`config.mk`:
```
export PLATFORM = sky130hd
export DESIGN_NAME = gcode_line_number_checksum_framer_flat
export DESIGN_NICKNAME = d
export VERILOG_FILES = /design/src/sv/gcf_pkg.sv /design/src/sv/gcf_if.sv /design/src/sv/gcode_line_number_checksum_framer.sv /design/src/flat_wrapper.sv
export SDC_FILE = /design/constraint.sdc
export NUM_CORES = 1
export LEC_CHECK = 0
export BUFFER_PORTS_ARGS = -buffer_cell sky130_fd_sc_hd__buf_2
export CAP_MARGIN = 20
export CORE_MARGIN = 1.5
export CORE_UTILIZATION = 40
export DETAILED_ROUTE_END_ITERATION = 6
export SYNTH_ARGS = -nofsm -noshare
export SYNTH_HDL_FRONTEND = slang
export SYNTH_SLANG_ARGS = --single-unit
```
`constraint.sdc`:
```
create_clock -name clk -period 7.9 [get_ports clk]
set_input_delay 0 -clock clk [delete_from_list [all_inputs] [get_ports clk]]
set_output_delay 0 -clock clk [all_outputs]
set_load 0.02 [all_outputs]
```
`src/sv/gcf_pkg.sv`:
```
// ----------------------------------------------------------------------------
// gcf_pkg
// constants, types and helper functions of the g-code line framer
// ----------------------------------------------------------------------------
package gcf_pkg;

  localparam int unsigned LINE_CAP  = 40;
  localparam int unsigned KEPT_W    = $clog2(LINE_CAP + 1);
  localparam int unsigned ADDR_W    = $clog2(LINE_CAP);
  localparam int unsigned NUM_DIGS  = 10;
  localparam int unsigned DIG_IDX_W = $clog2(NUM_DIGS);

  typedef logic [7:0]                    byte_t;
  typedef logic [KEPT_W-1:0]             kept_t;
  typedef logic [ADDR_W-1:0]             addr_t;
  typedef logic [DIG_IDX_W-1:0]          dig_idx_t;
  typedef logic [NUM_DIGS-1:0][3:0]      bcd_t;
  typedef logic [2:0][3:0]               ck_dec_t;

  localparam kept_t CAP_K = kept_t'(LINE_CAP);

  localparam byte_t CH_SEMI  = 8'd59;
  localparam byte_t CH_SPACE = 8'd32;
  localparam byte_t CH_N     = 8'd78;
  localparam byte_t CH_STAR  = 8'd42;
  localparam byte_t CH_LF    = 8'd10;
  localparam byte_t CH_CR    = 8'd13;
  localparam byte_t CH_ZERO  = 8'd48;

  // line number just before the 32-bit wrap, in bcd
  localparam bcd_t LNUM_WRAP = 40'h4294967295;

  function automatic bcd_t bcd_inc(input bcd_t v);
    bcd_t res;
    logic carry;
    res   = v;
    carry = 1'b1;
    for (int i = 0; i < NUM_DIGS; i++) begin
      if (carry) begin
        if (res[i] == 4'd9) begin
          res[i] = 4'd0;
        end else begin
          res[i] = res[i] + 4'd1;
          carry  = 1'b0;
        end
      end
    end
    return res;
  endfunction

  // index of the most significant non-zero digit, zero for the value zero
  function automatic dig_idx_t bcd_top(input bcd_t v);
    dig_idx_t idx;
    idx = '0;
    for (int i = 0; i < NUM_DIGS; i++) begin
      if (v[i] != 4'd0) begin
        idx = dig_idx_t'(i);
      end
    end
    return idx;
  endfunction

  function automatic ck_dec_t ck_digits(input byte_t s);
    ck_dec_t   d;
    logic [1:0]  h;
    byte_t       r;
    logic [15:0] prod;
    logic [3:0]  t;
    byte_t       o;
    if (s >= 8'd200) begin
      h = 2'd2;
      r = s - 8'd200;
    end else if (s >= 8'd100) begin
      h = 2'd1;
      r = s - 8'd100;
    end else begin
      h = 2'd0;
      r = s;
    end
    prod = {8'b0, r} * 16'd205;
    t    = prod[14:11];
    o    = r - ({4'b0, t} * 8'd10);
    d[2] = {2'b0, h};
    d[1] = t;
    d[0] = o[3:0];
    return d;
  endfunction

  function automatic logic [1:0] ck_top(input byte_t s);
    logic [1:0] idx;
    if (s >= 8'd100) begin
      idx = 2'd2;
    end else if (s >= 8'd10) begin
      idx = 2'd1;
    end else begin
      idx = 2'd0;
    end
    return idx;
  endfunction

endpackage

```
`src/sv/gcf_if.sv`:
```
// ----------------------------------------------------------------------------
// gcf_if
// valid/ready channels of the g-code line framer
// ----------------------------------------------------------------------------
interface gcf_in_if;
  logic           valid;
  logic           ready;
  gcf_pkg::byte_t byte_in;

  modport source (output valid, output byte_in, input ready);
  modport sink (input valid, input byte_in, output ready);
endinterface

interface gcf_out_if;
  logic           valid;
  logic           ready;
  gcf_pkg::byte_t out_byte;
  logic           last;

  modport source (output valid, output out_byte, output last, input ready);
  modport sink (input valid, input out_byte, input last, output ready);
endinterface

```
`src/sv/gcode_line_number_checksum_framer.sv`:
```
// ----------------------------------------------------------------------------
// gcode_line_number_checksum_framer
// frames g-code text into numbered lines with an xor checksum
// ----------------------------------------------------------------------------
// Raw text is taken one byte per request while idle: comment bytes are
// dropped and kept bytes go into a 40-entry line memory. A line feed, carriage
// return or overflow starts framing, during which no input is taken. The framer
// sends one header or trailer byte per cycle while the output is not stalled,
// and each text byte is fetched through the memory's single read port with a
// registered read before it is sent, so text bytes do not go out back to back.
// A line that trims to nothing produces no output. A result waits in an output
// register while the framer moves on.
module gcode_line_number_checksum_framer (
  input  logic          clk,
  input  logic          rst_n,
  gcf_in_if.sink        in_req,
  gcf_out_if.source     out_res
);

  typedef enum logic [8:0] {
    S_IDLE = 9'b000000001,
    S_HEAD = 9'b000000010,
    S_DIG  = 9'b000000100,
    S_SP   = 9'b000001000,
    S_RD   = 9'b000010000,
    S_TXT  = 9'b000100000,
    S_STAR = 9'b001000000,
    S_CK   = 9'b010000000,
    S_LF   = 9'b100000000
  } state_t;

  state_t                state_r, state_nxt;
  gcf_pkg::kept_t        kept_r, kept_nxt;
  gcf_pkg::kept_t        trim_r, trim_nxt;
  gcf_pkg::kept_t        len_r, len_nxt;
  logic                  cmt_r, cmt_nxt;
  gcf_pkg::bcd_t         lnum_r, lnum_nxt;
  gcf_pkg::dig_idx_t     dig_i_r, dig_i_nxt;
  gcf_pkg::addr_t        txt_i_r, txt_i_nxt;
  gcf_pkg::byte_t        sum_r, sum_nxt;
  gcf_pkg::ck_dec_t      ck_r, ck_nxt;
  logic [1:0]            ck_i_r, ck_i_nxt;
  logic                  ov_r, ov_nxt;
  gcf_pkg::byte_t        ob_r, ob_nxt;
  logic                  ol_r, ol_nxt;

  gcf_pkg::byte_t        mem [gcf_pkg::LINE_CAP];
  logic                  wr_en;
  logic                  rd_en;
  gcf_pkg::byte_t        rd_data_r;

  logic                  in_acc;
  logic                  slot_free;
  logic                  line_end;
  logic                  full;
  gcf_pkg::byte_t        b;
  gcf_pkg::byte_t        dig_byte;
  gcf_pkg::byte_t        ck_byte;

  assign in_req.ready     = (state_r == S_IDLE);
  assign in_acc           = in_req.valid && in_req.ready;
  assign b                = in_req.byte_in;
  assign line_end         = (b == gcf_pkg::CH_LF) || (b == gcf_pkg::CH_CR);
  assign full             = (kept_r == gcf_pkg::CAP_K);
  assign slot_free        = !ov_r || out_res.ready;
  assign dig_byte         = gcf_pkg::CH_ZERO + {4'b0, lnum_r[dig_i_r]};
  assign ck_byte          = gcf_pkg::CH_ZERO + {4'b0, ck_r[ck_i_r]};

  assign out_res.valid    = ov_r;
  assign out_res.out_byte = ob_r;
  assign out_res.last     = ol_r;

  // line memory, written only while idle and read only while framing
  always_ff @(posedge clk) begin
    if (wr_en) begin
      mem[kept_r[gcf_pkg::ADDR_W-1:0]] <= b;
    end
    if (rd_en) begin
      rd_data_r <= mem[txt_i_r];
    end
  end

  always_comb begin
    state_nxt = state_r;
    kept_nxt  = kept_r;
    trim_nxt  = trim_r;
    len_nxt   = len_r;
    cmt_nxt   = cmt_r;
    lnum_nxt  = lnum_r;
    dig_i_nxt = dig_i_r;
    txt_i_nxt = txt_i_r;
    sum_nxt   = sum_r;
    ck_nxt    = ck_r;
    ck_i_nxt  = ck_i_r;
    ov_nxt    = ov_r && !out_res.ready;
    ob_nxt    = ob_r;
    ol_nxt    = ol_r;
    wr_en     = 1'b0;
    rd_en     = 1'b0;

    case (state_r)
      S_IDLE: begin
        if (in_acc) begin
          if (line_end || full) begin
            cmt_nxt  = !line_end;
            kept_nxt = '0;
            trim_nxt = '0;
            if (trim_r != '0) begin
              len_nxt   = trim_r;
              sum_nxt   = '0;
              state_nxt = S_HEAD;
            end
          end else begin
            if (b == gcf_pkg::CH_SEMI) begin
              cmt_nxt = 1'b1;
            end
            if (!cmt_r && (b != gcf_pkg::CH_SEMI)) begin
              wr_en    = 1'b1;
              kept_nxt = kept_r + gcf_pkg::kept_t'(1);
              if (b != gcf_pkg::CH_SPACE) begin
                trim_nxt = kept_r + gcf_pkg::kept_t'(1);
              end
            end
          end
        end
      end
      S_HEAD: begin
        if (slot_free) begin
          ov_nxt    = 1'b1;
          ob_nxt    = gcf_pkg::CH_N;
          ol_nxt    = 1'b0;
          sum_nxt   = sum_r ^ gcf_pkg::CH_N;
          dig_i_nxt = gcf_pkg::bcd_top(lnum_r);
          state_nxt = S_DIG;
        end
      end
      S_DIG: begin
        if (slot_free) begin
          ov_nxt  = 1'b1;
          ob_nxt  = dig_byte;
          ol_nxt  = 1'b0;
          sum_nxt = sum_r ^ dig_byte;
          if (dig_i_r == '0) begin
            state_nxt = S_SP;
          end else begin
            dig_i_nxt = dig_i_r - gcf_pkg::dig_idx_t'(1);
          end
        end
      end
      S_SP: begin
        if (slot_free) begin
          ov_nxt    = 1'b1;
          ob_nxt    = gcf_pkg::CH_SPACE;
          ol_nxt    = 1'b0;
          sum_nxt   = sum_r ^ gcf_pkg::CH_SPACE;
          txt_i_nxt = '0;
          state_nxt = S_RD;
        end
      end
      S_RD: begin
        rd_en     = 1'b1;
        state_nxt = S_TXT;
      end
      S_TXT: begin
        if (slot_free) begin
          ov_nxt  = 1'b1;
          ob_nxt  = rd_data_r;
          ol_nxt  = 1'b0;
          sum_nxt = sum_r ^ rd_data_r;
          if (gcf_pkg::kept_t'(gcf_pkg::kept_t'(txt_i_r) + gcf_pkg::kept_t'(1)) == len_r) begin
            state_nxt = S_STAR;
          end else begin
            txt_i_nxt = txt_i_r + gcf_pkg::addr_t'(1);
            state_nxt = S_RD;
          end
        end
      end
      S_STAR: begin
        if (slot_free) begin
          ov_nxt    = 1'b1;
          ob_nxt    = gcf_pkg::CH_STAR;
          ol_nxt    = 1'b0;
          ck_nxt    = gcf_pkg::ck_digits(sum_r);
          ck_i_nxt  = gcf_pkg::ck_top(sum_r);
          state_nxt = S_CK;
        end
      end
      S_CK: begin
        if (slot_free) begin
          ov_nxt = 1'b1;
          ob_nxt = ck_byte;
          ol_nxt = 1'b0;
          if (ck_i_r == 2'd0) begin
            state_nxt = S_LF;
          end else begin
            ck_i_nxt = ck_i_r - 2'd1;
          end
        end
      end
      S_LF: begin
        if (slot_free) begin
          ov_nxt    = 1'b1;
          ob_nxt    = gcf_pkg::CH_LF;
          ol_nxt    = 1'b1;
          lnum_nxt  = (lnum_r == gcf_pkg::LNUM_WRAP) ? '0 : gcf_pkg::bcd_inc(lnum_r);
          state_nxt = S_IDLE;
        end
      end
      default: begin
        state_nxt = S_IDLE;
      end
    endcase
  end

  always_ff @(posedge clk) begin
    if (!rst_n) begin
      state_r <= S_IDLE;
      kept_r  <= '0;
      trim_r  <= '0;
      cmt_r   <= 1'b0;
      lnum_r  <= '0;
      ov_r    <= 1'b0;
    end else begin
      state_r <= state_nxt;
      kept_r  <= kept_nxt;
      trim_r  <= trim_nxt;
      cmt_r   <= cmt_nxt;
      lnum_r  <= lnum_nxt;
      ov_r    <= ov_nxt;
    end
  end

  always_ff @(posedge clk) begin
    len_r   <= len_nxt;
    dig_i_r <= dig_i_nxt;
    txt_i_r <= txt_i_nxt;
    sum_r   <= sum_nxt;
    ck_r    <= ck_nxt;
    ck_i_r  <= ck_i_nxt;
    ob_r    <= ob_nxt;
    ol_r    <= ol_nxt;
  end

`ifndef SYNTHESIS
  a_kept_cap: assert property (@(posedge clk) disable iff (!rst_n)
    kept_r <= gcf_pkg::CAP_K)
    else $error("kept count beyond line capacity");

  a_trim_le_kept: assert property (@(posedge clk) disable iff (!rst_n)
    trim_r <= kept_r)
    else $error("trimmed length beyond kept count");

  a_last_is_lf: assert property (@(posedge clk) disable iff (!rst_n)
    (out_res.valid && out_res.last) |-> (out_res.out_byte == gcf_pkg::CH_LF))
    else $error("last flag on a byte other than line feed");

  a_rd_in_range: assert property (@(posedge clk) disable iff (!rst_n)
    (state_r == S_RD) |-> (gcf_pkg::kept_t'(txt_i_r) < len_r))
    else $error("text read beyond framed length");

  a_no_write_framing: assert property (@(posedge clk) disable iff (!rst_n)
    (state_r != S_IDLE) |=> ($stable(kept_r) || (kept_r == '0)))
    else $error("line memory fill moved while framing");
`endif

endmodule

```
`src/flat_wrapper.sv`:
```
// flat-port wrapper written by rule: the top's interface ports become plain ports
module gcode_line_number_checksum_framer_flat 
  (clk, rst_n, in_req_valid, in_req_byte_in, in_req_ready, out_res_valid, out_res_out_byte, out_res_last, out_res_ready);
  gcf_in_if in_req_i ();
  gcf_out_if out_res_i ();
  input  logic clk;
  input  logic rst_n;
  input wire logic [$bits(in_req_i.valid)-1:0] in_req_valid;
  input wire logic [$bits(in_req_i.byte_in)-1:0] in_req_byte_in;
  output wire logic [$bits(in_req_i.ready)-1:0] in_req_ready;
  output wire logic [$bits(out_res_i.valid)-1:0] out_res_valid;
  output wire logic [$bits(out_res_i.out_byte)-1:0] out_res_out_byte;
  output wire logic [$bits(out_res_i.last)-1:0] out_res_last;
  input wire logic [$bits(out_res_i.ready)-1:0] out_res_ready;
  assign in_req_i.valid = in_req_valid;
  assign in_req_i.byte_in = in_req_byte_in;
  assign in_req_ready = in_req_i.ready;
  assign out_res_valid = out_res_i.valid;
  assign out_res_out_byte = out_res_i.out_byte;
  assign out_res_last = out_res_i.last;
  assign out_res_i.ready = out_res_ready;
  gcode_line_number_checksum_framer u_core (.clk(clk), .rst_n(rst_n), .in_req(in_req_i), .out_res(out_res_i));
endmodule
```
==> flow_metrics.tcl <==
set metrics [dict create \
    yosys.area.top_type_share 0.546 \
    hp-class "input port to register" \
    layout.nets 1529 \
    criticalPathCategory "register to register" \
    fin_area_um2 22700 \
    synth.cell_area_um2 20500 \
    yosysUniqueCellTypes 79 \
    grt_pass1_wl_um 68300 \
    ff2ff_path_depth 26 \
    die_h_um 229 \
    wl_met3_um 2250 \
    fin_crit_sh 0.865 \
    rsz0062_at_grt "no" \
    synthCells 1407 \
    highest_layer "met4" \
    core_um2 50400 \
    totalWireLength_um 43700 \
    p_per_area_nw_per_um2 201 \
    fin_skew_ps 27.7 \
    synth_most_common_cell "edfxtp_1" \
    synth.net_count 1502 \
    cts.clk_slew.worst_paths_ps 60 \
    vdd_drop_max_mv 0.247 \
    ios 23 \
    max_clock_freq_mhz 146 \
    cp.required_ps 8200 \
    ant_nets 0 \
    start_util 0.407 \
    whs_path_depth 2 \
    drt-initial-drc-count 1024 \
    setup_viol 0 \
    yosys-top-cells-count "edfxtp_1 (373), nor2_1 (117), mux4_2 (104), inv_1 (80), ha_1 (71)" \
    worstSetupStartpoint "u_core.sum_r[2]" \
    globalRouteTotalUtil 0.167 \
    fin_setup_tns_ps 0 \
    syn2layout_area_growth_pct 10.6 \
    n_fill_cell 4403 \
    clock_latency_ps 580 \
    diodes 0 \
    gp_congestion 0.860 \
    cts_resized 0 \
    cts_buffer_depth 3 \
    first_global_vias 11700 \
    avgSynthCellArea_um2 14.6 \
    maxSlewHeadroom 0.254 \
    ys_warn_count 0 \
    tritoncts "yes" \
    status "completed" \
    synth_edf_count 373 \
    yosysSeqAreaShare 0.608 \
    via_per_inst 5.48 \
    vias 11700 \
    critPathArrivalTime_ps 7130 \
    synth_area_leaders "edfxtp_1 (55%), mux4_2 (11%), dfxtp_1 (6.2%)" \
    drc 0 \
    antenna_found_initial 0 \
    drv_slew 0 \
    rrSetupSlack_ps 1070 \
    ys_ff_latch 436 \
    dieWidth_um 229 \
    h-tree-depth 2 \
    wl_met1_um 20000 \
    crit_fanout 9 \
    post-synth-top-area-cell "edfxtp_1" \
    drv_cap 0 \
    cts_sinks 436 \
    grt-ovfl-total 0 \
    cts_buffers 45 \
    drtPass1Iterations 6 \
    leakage_nw 7.48 \
    dieArea_um2 52600 \
    crit_path_end_kind "register" \
    cts_root_buf "clkbuf_16" \
    timing_hold_violations_final 0 \
    worstMarginPinSlew_ps 1120 \
    row_count 82 \
    async_reset_ff_frac 0 \
    regToRegEndpoint "u_core.ck_r[3]" \
    grt_max_degree 59 \
    portBuffers 22 \
    place_area_um2 21300 \
    dr_wl_met2_um 20700 \
    period_minus_slack_ps 6830 \
    cp-endpoint "u_core.ck_r[3]" \
    yosys_most_used_dff "edfxtp_1" \
    worstSetupStartpointType "register" \
    avgRoutedWirePerCell_um 20.4 \
    drive_gt1_frac 0.152 \
    reg2reg_from "u_core.sum_r[2]" \
    dp_hpwl_um 28400 \
]
-- how the worst min path moves through the flow --
stage | start | endpoint
finish | in_req_byte_in[4] | u_core.mem[10][4]
global route | in_req_byte_in[4] | u_core.mem[11][4]
CTS | in_req_byte_in[4] | u_core.mem[10][4]
detailed placement | u_core.out_res.valid | out_res_valid
global placement | u_core.out_res.valid | out_res_valid
floorplan | in_req_byte_in[0] | u_core.mem[0][0]
-- power by group --
part	switching [mW]	total (mW)	internal [mW]
registers	0.00418	2.51	2.50
clock network	0.863	1.95	1.09
logic	0.0632	0.0888	0.0255
total	0.930	4.55	3.62
-- final cells by class --
type / count / area, um2 / share of cell area
Clock buffer: 63 / 1190 / 0.0527
Inverter: 80 / 300 / 0.0133
Clock inverter: 13 / 143 / 0.00629
Tap cell: 672 / 841 / 0.0371
Multi-Input combinational cell: 833 / 7490 / 0.330
Sequential cell: 436 / 12500 / 0.550
Timing Repair Buffer: 38 / 235 / 0.0104
-- timing repair --
action / CTS / global route
buffers inserted: 0 / 0
hold endpoints to repair: 5 / 0
hold buffers: 3 / 0
-- cells by family (layout without fill, tap and decap cells) --
group                      after synthesis  count (layout)  share of synthesized area
and+or+nand+nor                        391             391                      0.103
AOI/OAI and AO/OA                      178             178                     0.0568
xor gates and xnor gates                43              43                     0.0190
muxes                                  138             138                      0.131
DFF                                    436             436                      0.608
buffers and inverters                  138             194                     0.0268
adders and majority gates               83              83                     0.0551
-- layer usage --
| layer | GRT usage | vias up |
|---|---|---|
| met1 | 0.235 | 5915 |
| met5 | 0 | - |
| met4 | 0.0376 | 0 |
| met3 | 0.0300 | 63 |
| met2 | 0.272 | 305 |
| li1 | - | 5418 |
-- critical path, cell delays in order (launching register included) --
cell and delay [ps]:
edfxtp_1 510, inv_1 170, ha_1 270, a31oi_1 470, nor2_1 170, nor3_1 210, a21oi_1 80, xnor2_1 320
inv_1 120, ha_1 320, inv_1 60, fa_1 470, inv_1 50, fa_1 520, inv_1 50, fa_1 520
inv_1 40, ha_1 300, and4_1 220, inv_1 50, o211ai_1 190, xor2_1 270, ha_1 190, inv_1 50
fa_1 400, xnor2_1 220, xnor3_1 330
-- cells in the final DEF (no fill, tap or decap), drive strengths merged, types with 9 or more instances in the layout --
cell,synthesis,final
edfxtp,373,373
nor2,117,117
mux4,104,104
inv,80,81
ha,71,71
dfxtp,63,63
clkbuf,40,63
nand2,58,58
o21ai,51,51
a21oi,42,42
nor2b,38,38
buf,18,35
mux2i,31,31
nand3,29,29
xnor2,24,24
nor3,21,21
xor2,18,18
and2,17,17
a21boi,17,17
nor4,16,16
and3,13,13
nand3b,12,12
fa,12,12
nand4,11,11
a211oi,11,11
nand2b,10,10
a21o,10,10
or3,10,10
clkinv,0,10
o21a,9,9
-- stage by stage --
stage,cells,util,worst slack (ps),hold slack (ps),total power [mW]
final,2135,0.450,1070,17.3,4.55
after global routing,2135,0.450,566,27.9,4.69
after CTS,2134,0.450,1100,17.1,4.60
after detailed placement,2055,0.423,1120,432,2.64
after global placement,2055,0.423,1210,434,2.64
after floorplan,1407,-,1610,98.9,2.59
-- registers in the layout, indices dropped and copies added, names as in the netlist, 2 cells and up --
| signal | flops |
|---|---|
| u_core.txt_i_r | 6 |
| u_core.lnum_r | 40 |
| u_core.rd_data_r | 8 |
| u_core.kept_r | 6 |
| u_core.state_r | 9 |
| u_core.ck_r | 10 |
| u_core.sum_r | 8 |
| u_core.mem | 320 |
| u_core.len_r | 6 |
| u_core.trim_r | 6 |
| u_core.dig_i_r | 4 |
| u_core.out_res.out_byte | 8 |
| u_core.ck_i_r | 2 |
Power figures use the tool's default switching activity.
